===== src/sv/cpop_pkg.sv =====
// ============================================================================
// Closest pair of points: shared types
// Beat formats of the point and result channels, and the fixed field widths.
// ============================================================================
package cpop_pkg;

    localparam int FIELD_W = 16;
    localparam int DIST_W  = 33;
    localparam int ROOT_W  = 17;

    typedef struct packed {
        logic signed [FIELD_W-1:0] point_x;
        logic signed [FIELD_W-1:0] point_y;
        logic                      last_point;
    } point_in_t;

    typedef struct packed {
        logic                      pair_found;
        logic [DIST_W-1:0]         dist_squared;
        logic [ROOT_W-1:0]         distance_floor;
        logic signed [FIELD_W-1:0] first_x;
        logic signed [FIELD_W-1:0] first_y;
        logic signed [FIELD_W-1:0] second_x;
        logic signed [FIELD_W-1:0] second_y;
        logic                      points_dropped;
    } pair_out_t;

endpackage


===== src/sv/closest_pair_of_points.sv =====
// ============================================================================
// Closest pair of points
// Loads a set of points into a store, then searches all pairs for the closest.
// ============================================================================
// Points arrive as beats on the pt channel (pt_valid, pt_ready, pt_data); the
// beat with last_point set closes the set. Each point beat is written to the
// point store at the next free entry; points beyond MAX_POINTS are dropped and
// flagged. After the closing beat the block checks every pair in load order,
// reading one stored point per cycle from the single read port of the store,
// then empties the distance pipeline, takes a bit-serial square root of the
// best squared distance and finishes. One result beat then appears on the res
// channel (res_valid, res_ready, res_data). The pt channel accepts no beat
// during the search. If the receiver stalls, the result is held in the output
// register; the next set can be loaded meanwhile, and its own result waits
// until the previous one has been taken. Reset empties the set and drops any
// pending result; the store contents are not cleared, since only entries
// written in the current set are ever read.
// ============================================================================
module closest_pair_of_points
    import cpop_pkg::*;
#(
    parameter int MAX_POINTS = 64,
    parameter int COORD_BITS = 16
)
(
    input  logic      clk,
    input  logic      rst_n,
    input  logic      pt_valid,
    output logic      pt_ready,
    input  point_in_t pt_data,
    output logic      res_valid,
    input  logic      res_ready,
    output pair_out_t res_data
);

    localparam int SW  = (COORD_BITS > FIELD_W) ? FIELD_W + 1 : COORD_BITS;
    localparam int DW  = 2 * SW + 1;
    localparam int SQW = (DW + 1) / 2;
    localparam int SQ2 = 2 * SQW;
    localparam int AW  = $clog2(MAX_POINTS);
    localparam int CW  = $clog2(MAX_POINTS + 1);

    localparam logic [2:0] S_IDLE  = 3'd0;
    localparam logic [2:0] S_RDI   = 3'd1;
    localparam logic [2:0] S_LDI   = 3'd2;
    localparam logic [2:0] S_SWEEP = 3'd3;
    localparam logic [2:0] S_DRAIN = 3'd4;
    localparam logic [2:0] S_SQRT  = 3'd5;
    localparam logic [2:0] S_FIN   = 3'd6;

    function automatic logic [SW-1:0] coord_in(input logic [FIELD_W-1:0] f);
        logic [SW-1:0] v;
        if (COORD_BITS > FIELD_W)
            v = SW'(f);
        else
            v = SW'($signed(f));
        return v;
    endfunction

    function automatic logic [FIELD_W-1:0] coord_out(input logic [SW-1:0] v);
        return FIELD_W'($signed(v));
    endfunction

    function automatic logic [SW-1:0] abs_diff(input logic [SW-1:0] a,
                                               input logic [SW-1:0] b);
        logic signed [SW:0] d;
        d = $signed({a[SW-1], a}) - $signed({b[SW-1], b});
        return SW'(d[SW] ? (~d + 1'b1) : d);
    endfunction

    logic [2*SW-1:0] mem [MAX_POINTS];

    logic [2:0]      state_reg, state_next;
    logic [CW-1:0]   count_reg;
    logic            ovf_reg;
    logic [AW-1:0]   i_reg, j_reg, last_reg;
    logic [2*SW-1:0] rd_data_reg, pi_reg;
    logic            rd_vld_reg, v1_reg, v2_reg, v3_reg;
    logic [SW-1:0]   dx1_reg, dy1_reg;
    logic [2*SW-1:0] pa1_reg, pb1_reg, pa2_reg, pb2_reg, pa3_reg, pb3_reg;
    logic [2*SW-1:0] sqx2_reg, sqy2_reg;
    logic [DW-1:0]   sum3_reg, best_reg;
    logic            found_reg;
    logic [2*SW-1:0] bpa_reg, bpb_reg;
    logic [SQ2-1:0]  sqn_reg, sqr_reg, bit_reg;
    logic            res_valid_reg;
    pair_out_t       res_reg;

    logic            accept, stored, row_end, search_end, drained, fin_go;
    logic            wr_en, rd_en, rd_pair;
    logic [AW-1:0]   rd_addr;
    logic [CW-1:0]   cnt_fin;
    logic [2*SW-1:0] wr_data;
    logic [2*SW-1:0] sqx, sqy;
    logic [SQ2:0]    trial;

    assign pt_ready   = (state_reg == S_IDLE);
    assign accept     = pt_valid && pt_ready;
    assign stored     = (count_reg < CW'(MAX_POINTS));
    assign cnt_fin    = stored ? CW'(count_reg + 1'b1) : count_reg;
    assign row_end    = (j_reg == last_reg);
    assign search_end = (AW'(i_reg + 1'b1) == last_reg);
    assign drained    = !rd_vld_reg && !v1_reg && !v2_reg && !v3_reg;
    assign fin_go     = !res_valid_reg || res_ready;
    assign wr_data    = {coord_in(pt_data.point_x), coord_in(pt_data.point_y)};
    assign sqx        = dx1_reg * dx1_reg;
    assign sqy        = dy1_reg * dy1_reg;
    assign trial      = {1'b0, sqr_reg} + {1'b0, bit_reg};
    assign res_valid  = res_valid_reg;
    assign res_data   = res_reg;

    always_comb
    begin
        state_next = state_reg;
        wr_en      = 1'b0;
        rd_en      = 1'b0;
        rd_pair    = 1'b0;
        rd_addr    = i_reg;
        unique case (state_reg)
            S_IDLE:
            begin
                wr_en = accept && stored;
                if (accept && pt_data.last_point)
                    state_next = (cnt_fin < CW'(2)) ? S_FIN : S_RDI;
            end
            S_RDI:
            begin
                rd_en      = 1'b1;
                state_next = S_LDI;
            end
            S_LDI, S_SWEEP:
            begin
                rd_en   = 1'b1;
                rd_pair = 1'b1;
                rd_addr = j_reg;
                if (row_end)
                    state_next = search_end ? S_DRAIN : S_RDI;
                else
                    state_next = S_SWEEP;
            end
            S_DRAIN:
            begin
                if (drained)
                    state_next = S_SQRT;
            end
            S_SQRT:
            begin
                if (bit_reg[0])
                    state_next = S_FIN;
            end
            S_FIN:
            begin
                if (fin_go)
                    state_next = S_IDLE;
            end
            default:
            begin
                state_next = S_IDLE;
            end
        endcase
    end

    // Writes happen only while loading and reads only while searching, so
    // the two ports never touch the store in the same cycle.
    always_ff @(posedge clk)
    begin
        if (wr_en)
            mem[count_reg[AW-1:0]] <= wr_data;
        if (rd_en)
            rd_data_reg <= mem[rd_addr];
    end

    always_ff @(posedge clk or negedge rst_n)
    begin
        if (!rst_n)
        begin
            state_reg     <= S_IDLE;
            count_reg     <= '0;
            ovf_reg       <= 1'b0;
            rd_vld_reg    <= 1'b0;
            v1_reg        <= 1'b0;
            v2_reg        <= 1'b0;
            v3_reg        <= 1'b0;
            res_valid_reg <= 1'b0;
        end
        else
        begin
            state_reg  <= state_next;
            rd_vld_reg <= rd_en && rd_pair;
            v1_reg     <= rd_vld_reg;
            v2_reg     <= v1_reg;
            v3_reg     <= v2_reg;
            if (accept)
            begin
                if (stored)
                    count_reg <= CW'(count_reg + 1'b1);
                else
                    ovf_reg <= 1'b1;
            end
            if (state_reg == S_FIN && fin_go)
            begin
                count_reg     <= '0;
                ovf_reg       <= 1'b0;
                res_valid_reg <= 1'b1;
            end
            else if (res_ready)
            begin
                res_valid_reg <= 1'b0;
            end
        end
    end

    always_ff @(posedge clk)
    begin
        dx1_reg  <= abs_diff(pi_reg[2*SW-1:SW], rd_data_reg[2*SW-1:SW]);
        dy1_reg  <= abs_diff(pi_reg[SW-1:0], rd_data_reg[SW-1:0]);
        pa1_reg  <= pi_reg;
        pb1_reg  <= rd_data_reg;
        sqx2_reg <= sqx;
        sqy2_reg <= sqy;
        pa2_reg  <= pa1_reg;
        pb2_reg  <= pb1_reg;
        sum3_reg <= {1'b0, sqx2_reg} + {1'b0, sqy2_reg};
        pa3_reg  <= pa2_reg;
        pb3_reg  <= pb2_reg;

        if (v3_reg && (!found_reg || sum3_reg < best_reg))
        begin
            found_reg <= 1'b1;
            best_reg  <= sum3_reg;
            bpa_reg   <= pa3_reg;
            bpb_reg   <= pb3_reg;
        end

        unique case (state_reg)
            S_IDLE:
            begin
                if (accept && pt_data.last_point)
                begin
                    found_reg <= 1'b0;
                    best_reg  <= '0;
                    bpa_reg   <= '0;
                    bpb_reg   <= '0;
                    sqn_reg   <= '0;
                    sqr_reg   <= '0;
                    i_reg     <= '0;
                    last_reg  <= AW'(cnt_fin - 1'b1);
                end
            end
            S_RDI:
            begin
                j_reg <= AW'(i_reg + 1'b1);
            end
            S_LDI, S_SWEEP:
            begin
                if (state_reg == S_LDI)
                    pi_reg <= rd_data_reg;
                j_reg <= AW'(j_reg + 1'b1);
                if (row_end && !search_end)
                    i_reg <= AW'(i_reg + 1'b1);
            end
            S_DRAIN:
            begin
                if (drained)
                begin
                    sqn_reg <= SQ2'(best_reg);
                    sqr_reg <= '0;
                    bit_reg <= SQ2'(1) << (SQ2 - 2);
                end
            end
            S_SQRT:
            begin
                if ({1'b0, sqn_reg} >= trial)
                begin
                    sqn_reg <= SQ2'({1'b0, sqn_reg} - trial);
                    sqr_reg <= (sqr_reg >> 1) + bit_reg;
                end
                else
                begin
                    sqr_reg <= sqr_reg >> 1;
                end
                bit_reg <= bit_reg >> 2;
            end
            S_FIN:
            begin
                if (fin_go)
                begin
                    res_reg.pair_found     <= found_reg;
                    res_reg.dist_squared   <= DIST_W'(best_reg);
                    res_reg.distance_floor <= ROOT_W'(sqr_reg);
                    res_reg.first_x        <= coord_out(bpa_reg[2*SW-1:SW]);
                    res_reg.first_y        <= coord_out(bpa_reg[SW-1:0]);
                    res_reg.second_x       <= coord_out(bpb_reg[2*SW-1:SW]);
                    res_reg.second_y       <= coord_out(bpb_reg[SW-1:0]);
                    res_reg.points_dropped <= ovf_reg;
                end
            end
            default:
            begin
            end
        endcase
    end

    a_no_rw_overlap: assert property (@(posedge clk) disable iff (!rst_n)
        !(wr_en && rd_en))
        else $error("store written and read in the same cycle");

    a_count_bound: assert property (@(posedge clk) disable iff (!rst_n)
        count_reg <= CW'(MAX_POINTS))
        else $error("point count beyond store size");

    a_drained_sqrt: assert property (@(posedge clk) disable iff (!rst_n)
        (state_reg == S_SQRT) |-> (!v3_reg && !rd_vld_reg))
        else $error("square root started with pairs still in flight");

    a_result_from_fin: assert property (@(posedge clk) disable iff (!rst_n)
        $rose(res_valid_reg) |-> $past(state_reg == S_FIN))
        else $error("result beat raised outside the finish step");

    a_set_cleared: assert property (@(posedge clk) disable iff (!rst_n)
        (state_reg == S_FIN && fin_go) |=> (count_reg == '0 && !ovf_reg))
        else $error("set not emptied after its result");

endmodule

===== config.mk =====
export PLATFORM = sky130hd
export DESIGN_NAME = closest_pair_of_points
export DESIGN_NICKNAME = d
export VERILOG_FILES = /design/src/sv/cpop_pkg.sv /design/src/sv/closest_pair_of_points.sv
export SDC_FILE = /design/constraint.sdc
export NUM_CORES = 2
export LEC_CHECK = 0
export BUFFER_PORTS_ARGS = -buffer_cell sky130_fd_sc_hd__buf_2
export CAP_MARGIN = 10
export CORE_UTILIZATION = 27
export CTS_CLUSTER_SIZE = 20
export DETAILED_ROUTE_END_ITERATION = 8
export MAX_ROUTING_LAYER = met4
export PLACE_DENSITY_LB_ADDON = 0.3
export SYNTH_ARGS = -nofsm -noshare
export SYNTH_HDL_FRONTEND = slang
export SYNTH_SLANG_ARGS = --single-unit

===== constraint.sdc =====
create_clock -name clk -period 7.47 [get_ports clk]
set_input_delay 1.1205 -clock clk [delete_from_list [all_inputs] [get_ports clk]]
set_output_delay 1.1205 -clock clk [all_outputs]
set_load 0.1 [all_outputs]

==> flow_metrics.env <==
export IMPL_routed_wl_mm=327
export IMPL_cp_slowest_stage_delay_ns=0.68
export IMPL_initial_core_util_pct=27.1
export IMPL_synth_top_family_by_area="compound AO/OA/AOI/OAI gates"
export IMPL_ir_worst_vdd_uv=189
export IMPL_synthToLayoutAreaGrowth_pct=14.6
export IMPL_hp_class="primary input to asynchronous set/reset pin"
export IMPL_avgSynthCellArea_um2=13.3
export IMPL_required_ns=8.28
export IMPL_placed_area_um2=134000
export IMPL_stdcell_area_um2=143000
export IMPL_layout_nets=10270
export IMPL_setup_worst_path_class="flop to flop"
export IMPL_yosys_area_share_simple_pct=8.80
export IMPL_endpoint_kind="flop"
export IMPL_final_max_slew_violation_count=0
export IMPL_grt_pass1_vias=73546
export IMPL_gp_congestion=0.820
export IMPL_synth_top_area_share_pct=56.0
export IMPL_syn_area_um2=125000
export IMPL_cp_top_family="adder cells"
export IMPL_drv_cap=0
export IMPL_wire_per_inst_um=20.5
export IMPL_worstSetupStartpointType="flop"
export IMPL_yosysSeqAreaShare_pct=63.0
export IMPL_drtIter0Drc=5576
export IMPL_finalSetupViolations=0
export IMPL_fin_setup_tns_ns=0
export IMPL_overflow=0
export IMPL_cts_resized=0
export IMPL_dieArea_um2=466000
export IMPL_core_area_um2=460000
export IMPL_fillers=46259
export IMPL_power_density_nw_per_um2=218
export IMPL_synth_area_leaders="edfxtp_1, dfxtp_1, fa_1"
export IMPL_timing_fmax_mhz=150
export IMPL_cts_tree="yes"
export IMPL_antenna_found_initial=45
export IMPL_relSlewSlack_pct=17.6
export IMPL_period_needed_ns=6.65
export IMPL_path_cells="inv_1 -> nor2_1 -> ha_1 -> xor2_1 -> fa_1 -> inv_1 -> fa_1 -> fa_1 -> fa_1 -> inv_1 -> fa_1 -> inv_1 -> ha_1 -> a21o_1 -> a21o_1 -> a211oi_1 -> nor2_1 -> a221o_1 -> a211oi_1 -> o31ai_1 -> a21oi_1 -> xnor2_1"
export IMPL_clock_skew_ns=0.0885
export IMPL_ant_nets=0
export IMPL_route_detailed_drc=0
export IMPL_synth_seq_cells=2764
export IMPL_clk_path_buf_depth=4
export IMPL_synth_area_mux_share_pct=4.47
export IMPL_fin_crit_sh_pct=89.0
export IMPL_rsz0062_at_grt="no"
export IMPL_hpwl_mm=203
export IMPL_crit_fanout=14
export IMPL_multiInputGateArea_um2=42600
export IMPL_synth_distinct_cells=81
export IMPL_design_power_total_uw=31300
export IMPL_clock_latency_ns=0.93
export IMPL_via_per_inst=4.67
export IMPL_synth_edf_count=2331
export IMPL_hold_viol=0
export IMPL_grt_total_usage_pct=14.1
export IMPL_drt_first_pass_iters=5
export IMPL_die_h_um=682
export IMPL_htreeDepth=5
export IMPL_yosysTopAreaCell="edfxtp_1"
export IMPL_ios=155
export IMPL_syn_inst=9412
export IMPL_synth_main_ff_cell="edfxtp_1"
export IMPL_grt_max_degree=137
export IMPL_clock_sinks=2764
export IMPL_holdBufCountCts=0
export IMPL_max_slew_worst_pin_slew_ns=1.24
export IMPL_crit_path_top_delay_cell="dfxtp_1"
export IMPL_syn_nets=10150
export IMPL_root_buffer="clkbuf_16"
export IMPL_clk_pin_slew_ns=0.07
export IMPL_regArea_um2=78700
export IMPL_port_buffers=154
export IMPL_final_layout_size_suffix_gt1_share_pct=9.67
export IMPL_cp_arrival_ns=7.46
export IMPL_rows=249
export IMPL_rr_worst_depth=22
export IMPL_path_depth=22
export IMPL_synth_compound_area_share_pct=9.68
export IMPL_async_flop_share_pct=0.579
export IMPL_status="completed"
export IMPL_grt_pass1_wl_mm=488
export IMPL_cts_setup_buffers=0
export IMPL_synth_warnings=0
export IMPL_synth_fa_ha_area_share_pct=8.98
export IMPL_routed_via_count=74384
export IMPL_numCtsBuffers=300
export IMPL_static_leakage_power_uw=0.0510
export IMPL_largest_reg_flops=2048
export IMPL_path_buf_inv=4
export IMPL_crit_path_frequent_cell="fa_1"
export IMPL_die_x_um=682
export IMPL_synth_xor_area_share_pct=1.61
[power by group]
group	total (µW)	leakage (µW)	internal, µW	switching [µW]
Combinational	185	0.0219	10.3	175
Sequential	16700	0.0245	16700	0.0000000000000890
Clock	14400	0.00461	8200	6230
[worst reg2reg max path, cell delays in order (launching register included)]
cell      delay (ns)
dfxtp_1         0.68
inv_1           0.29
nor2_1          0.24
ha_1            0.29
xor2_1          0.18
fa_1            0.54
inv_1           0.05
fa_1            0.50
fa_1            0.51
fa_1            0.49
inv_1           0.05
fa_1            0.47
inv_1           0.04
ha_1            0.34
a21o_1          0.18
a21o_1          0.18
a211oi_1        0.29
nor2_1          0.08
a221o_1         0.39
a211oi_1        0.36
o31ai_1         0.13
a21oi_1         0.19
xnor2_1         0.14
[final timing paths]
kind	end	slack, ns	startpoint
max	sqx2_reg[30]	0.82	dx1_reg[3]
min reg2reg	pa3_reg[25]	0.32	pa2_reg[25]
max in group asynchronous	state_reg[0]	6.76	rst_n
min	rd_vld_reg	0.27	rst_n
min in group clk	pa3_reg[25]	0.32	pa2_reg[25]
max reg2reg	sqx2_reg[30]	0.82	dx1_reg[3]
[Yosys cell counts, drive strengths merged, types with 12 or more instances]
cell	count
or2	12
o21a	42
and2	470
ha	374
a31oi	237
clkbuf	429
nor3	119
nor2b	27
nand4	24
nand2	1282
a21o	76
and3	45
a311oi	194
a211oi	636
xor2	87
fa	327
inv	613
buf	82
or3	27
dfxtp	417
a31o	22
edfxtp	2331
nor2	268
o211ai	25
o21bai	27
a21oi	256
o21ai	86
o31ai	20
nand3	60
mux2i	406
dfrtp	16
mux4	64
xnor2	143
nand2b	28
[area by class of cell]
cell class / instances / share of cell area, %
Sequential cell: 2764 / 55.0
Multi-Input combinational cell: 5522 / 29.7
Clock buffer: 385 / 5.63
Tap cell: 6149 / 5.37
Timing Repair Buffer: 329 / 1.67
Inverter: 615 / 1.62
Clock inverter: 157 / 0.965
Antenna cell: 14 / 0.0245
[cells in the final DEF, fill, tap and decap left out, types with 19 or more instances in the layout]
| cell type | netlist | final |
|---|---|---|
| nand4_1 | 24 | 24 |
| mux2i_1 | 406 | 402 |
| and2_0 | 58 | 58 |
| a21o_1 | 76 | 76 |
| nand2_1 | 1282 | 1278 |
| xor2_1 | 87 | 87 |
| o21ai_0 | 75 | 74 |
| nor2b_1 | 27 | 27 |
| ha_1 | 374 | 374 |
| inv_1 | 613 | 612 |
| fa_1 | 327 | 327 |
| or3_1 | 27 | 27 |
| nand3_1 | 60 | 60 |
| and2_1 | 412 | 412 |
| o21a_1 | 42 | 42 |
| edfxtp_1 | 2331 | 2331 |
| buf_4 | 2 | 150 |
| a31o_2 | 19 | 19 |
| nand2b_1 | 28 | 27 |
| mux4_2 | 64 | 64 |
| a31oi_1 | 236 | 236 |
| clkinv_2 | 0 | 50 |
| nor2_4 | 0 | 67 |
| clkbuf_1 | 429 | 67 |
| dfxtp_1 | 417 | 417 |
| and3_1 | 45 | 45 |
| xnor2_1 | 143 | 143 |
| o31ai_1 | 20 | 20 |
| nor2_1 | 268 | 201 |
| buf_12 | 0 | 25 |
| buf_2 | 61 | 154 |
| o21bai_1 | 27 | 27 |
| a21oi_1 | 255 | 254 |
| a311oi_1 | 194 | 194 |
| clkinv_1 | 2 | 54 |
| nor3_1 | 119 | 118 |
| clkbuf_16 | 0 | 306 |
| a211oi_1 | 636 | 636 |
| o211ai_1 | 25 | 25 |
[kinds of logic after synthesis]
group,count (synthesis)
fa+ha+maj,701
flops,2764
xor+xnor,230
compound gates,1710
mux,477
buf+inv,1126
simple gates,2404
[metal layers]
metal / track usage [%] / vias to the layer above / part of all wire [%]
li1: - / 34758 / -
met1: 19.5 / 37662 / 47
met2: 22.2 / 1542 / 46
met3: 1.85 / 422 / 4.8
met4: 2.95 / 0 / 1.8
met5: - / - / 0
[metrics by stage]
step           worst slack, ns  std cells  hold slack, ns  utilization [%]
6_report                 0.820      15935           0.275             31.1
5_1_grt                  0.411      15931           0.247             31.1
4_1_cts                  0.812      15921           0.201             31.1
3_5_place_dp             0.829      15379           0.312             29.0
3_3_place_gp             0.888      15379           0.310             29.0
2_1_floorplan            0.330       9412           0.310                -
(Power assumes the default switching activity.)
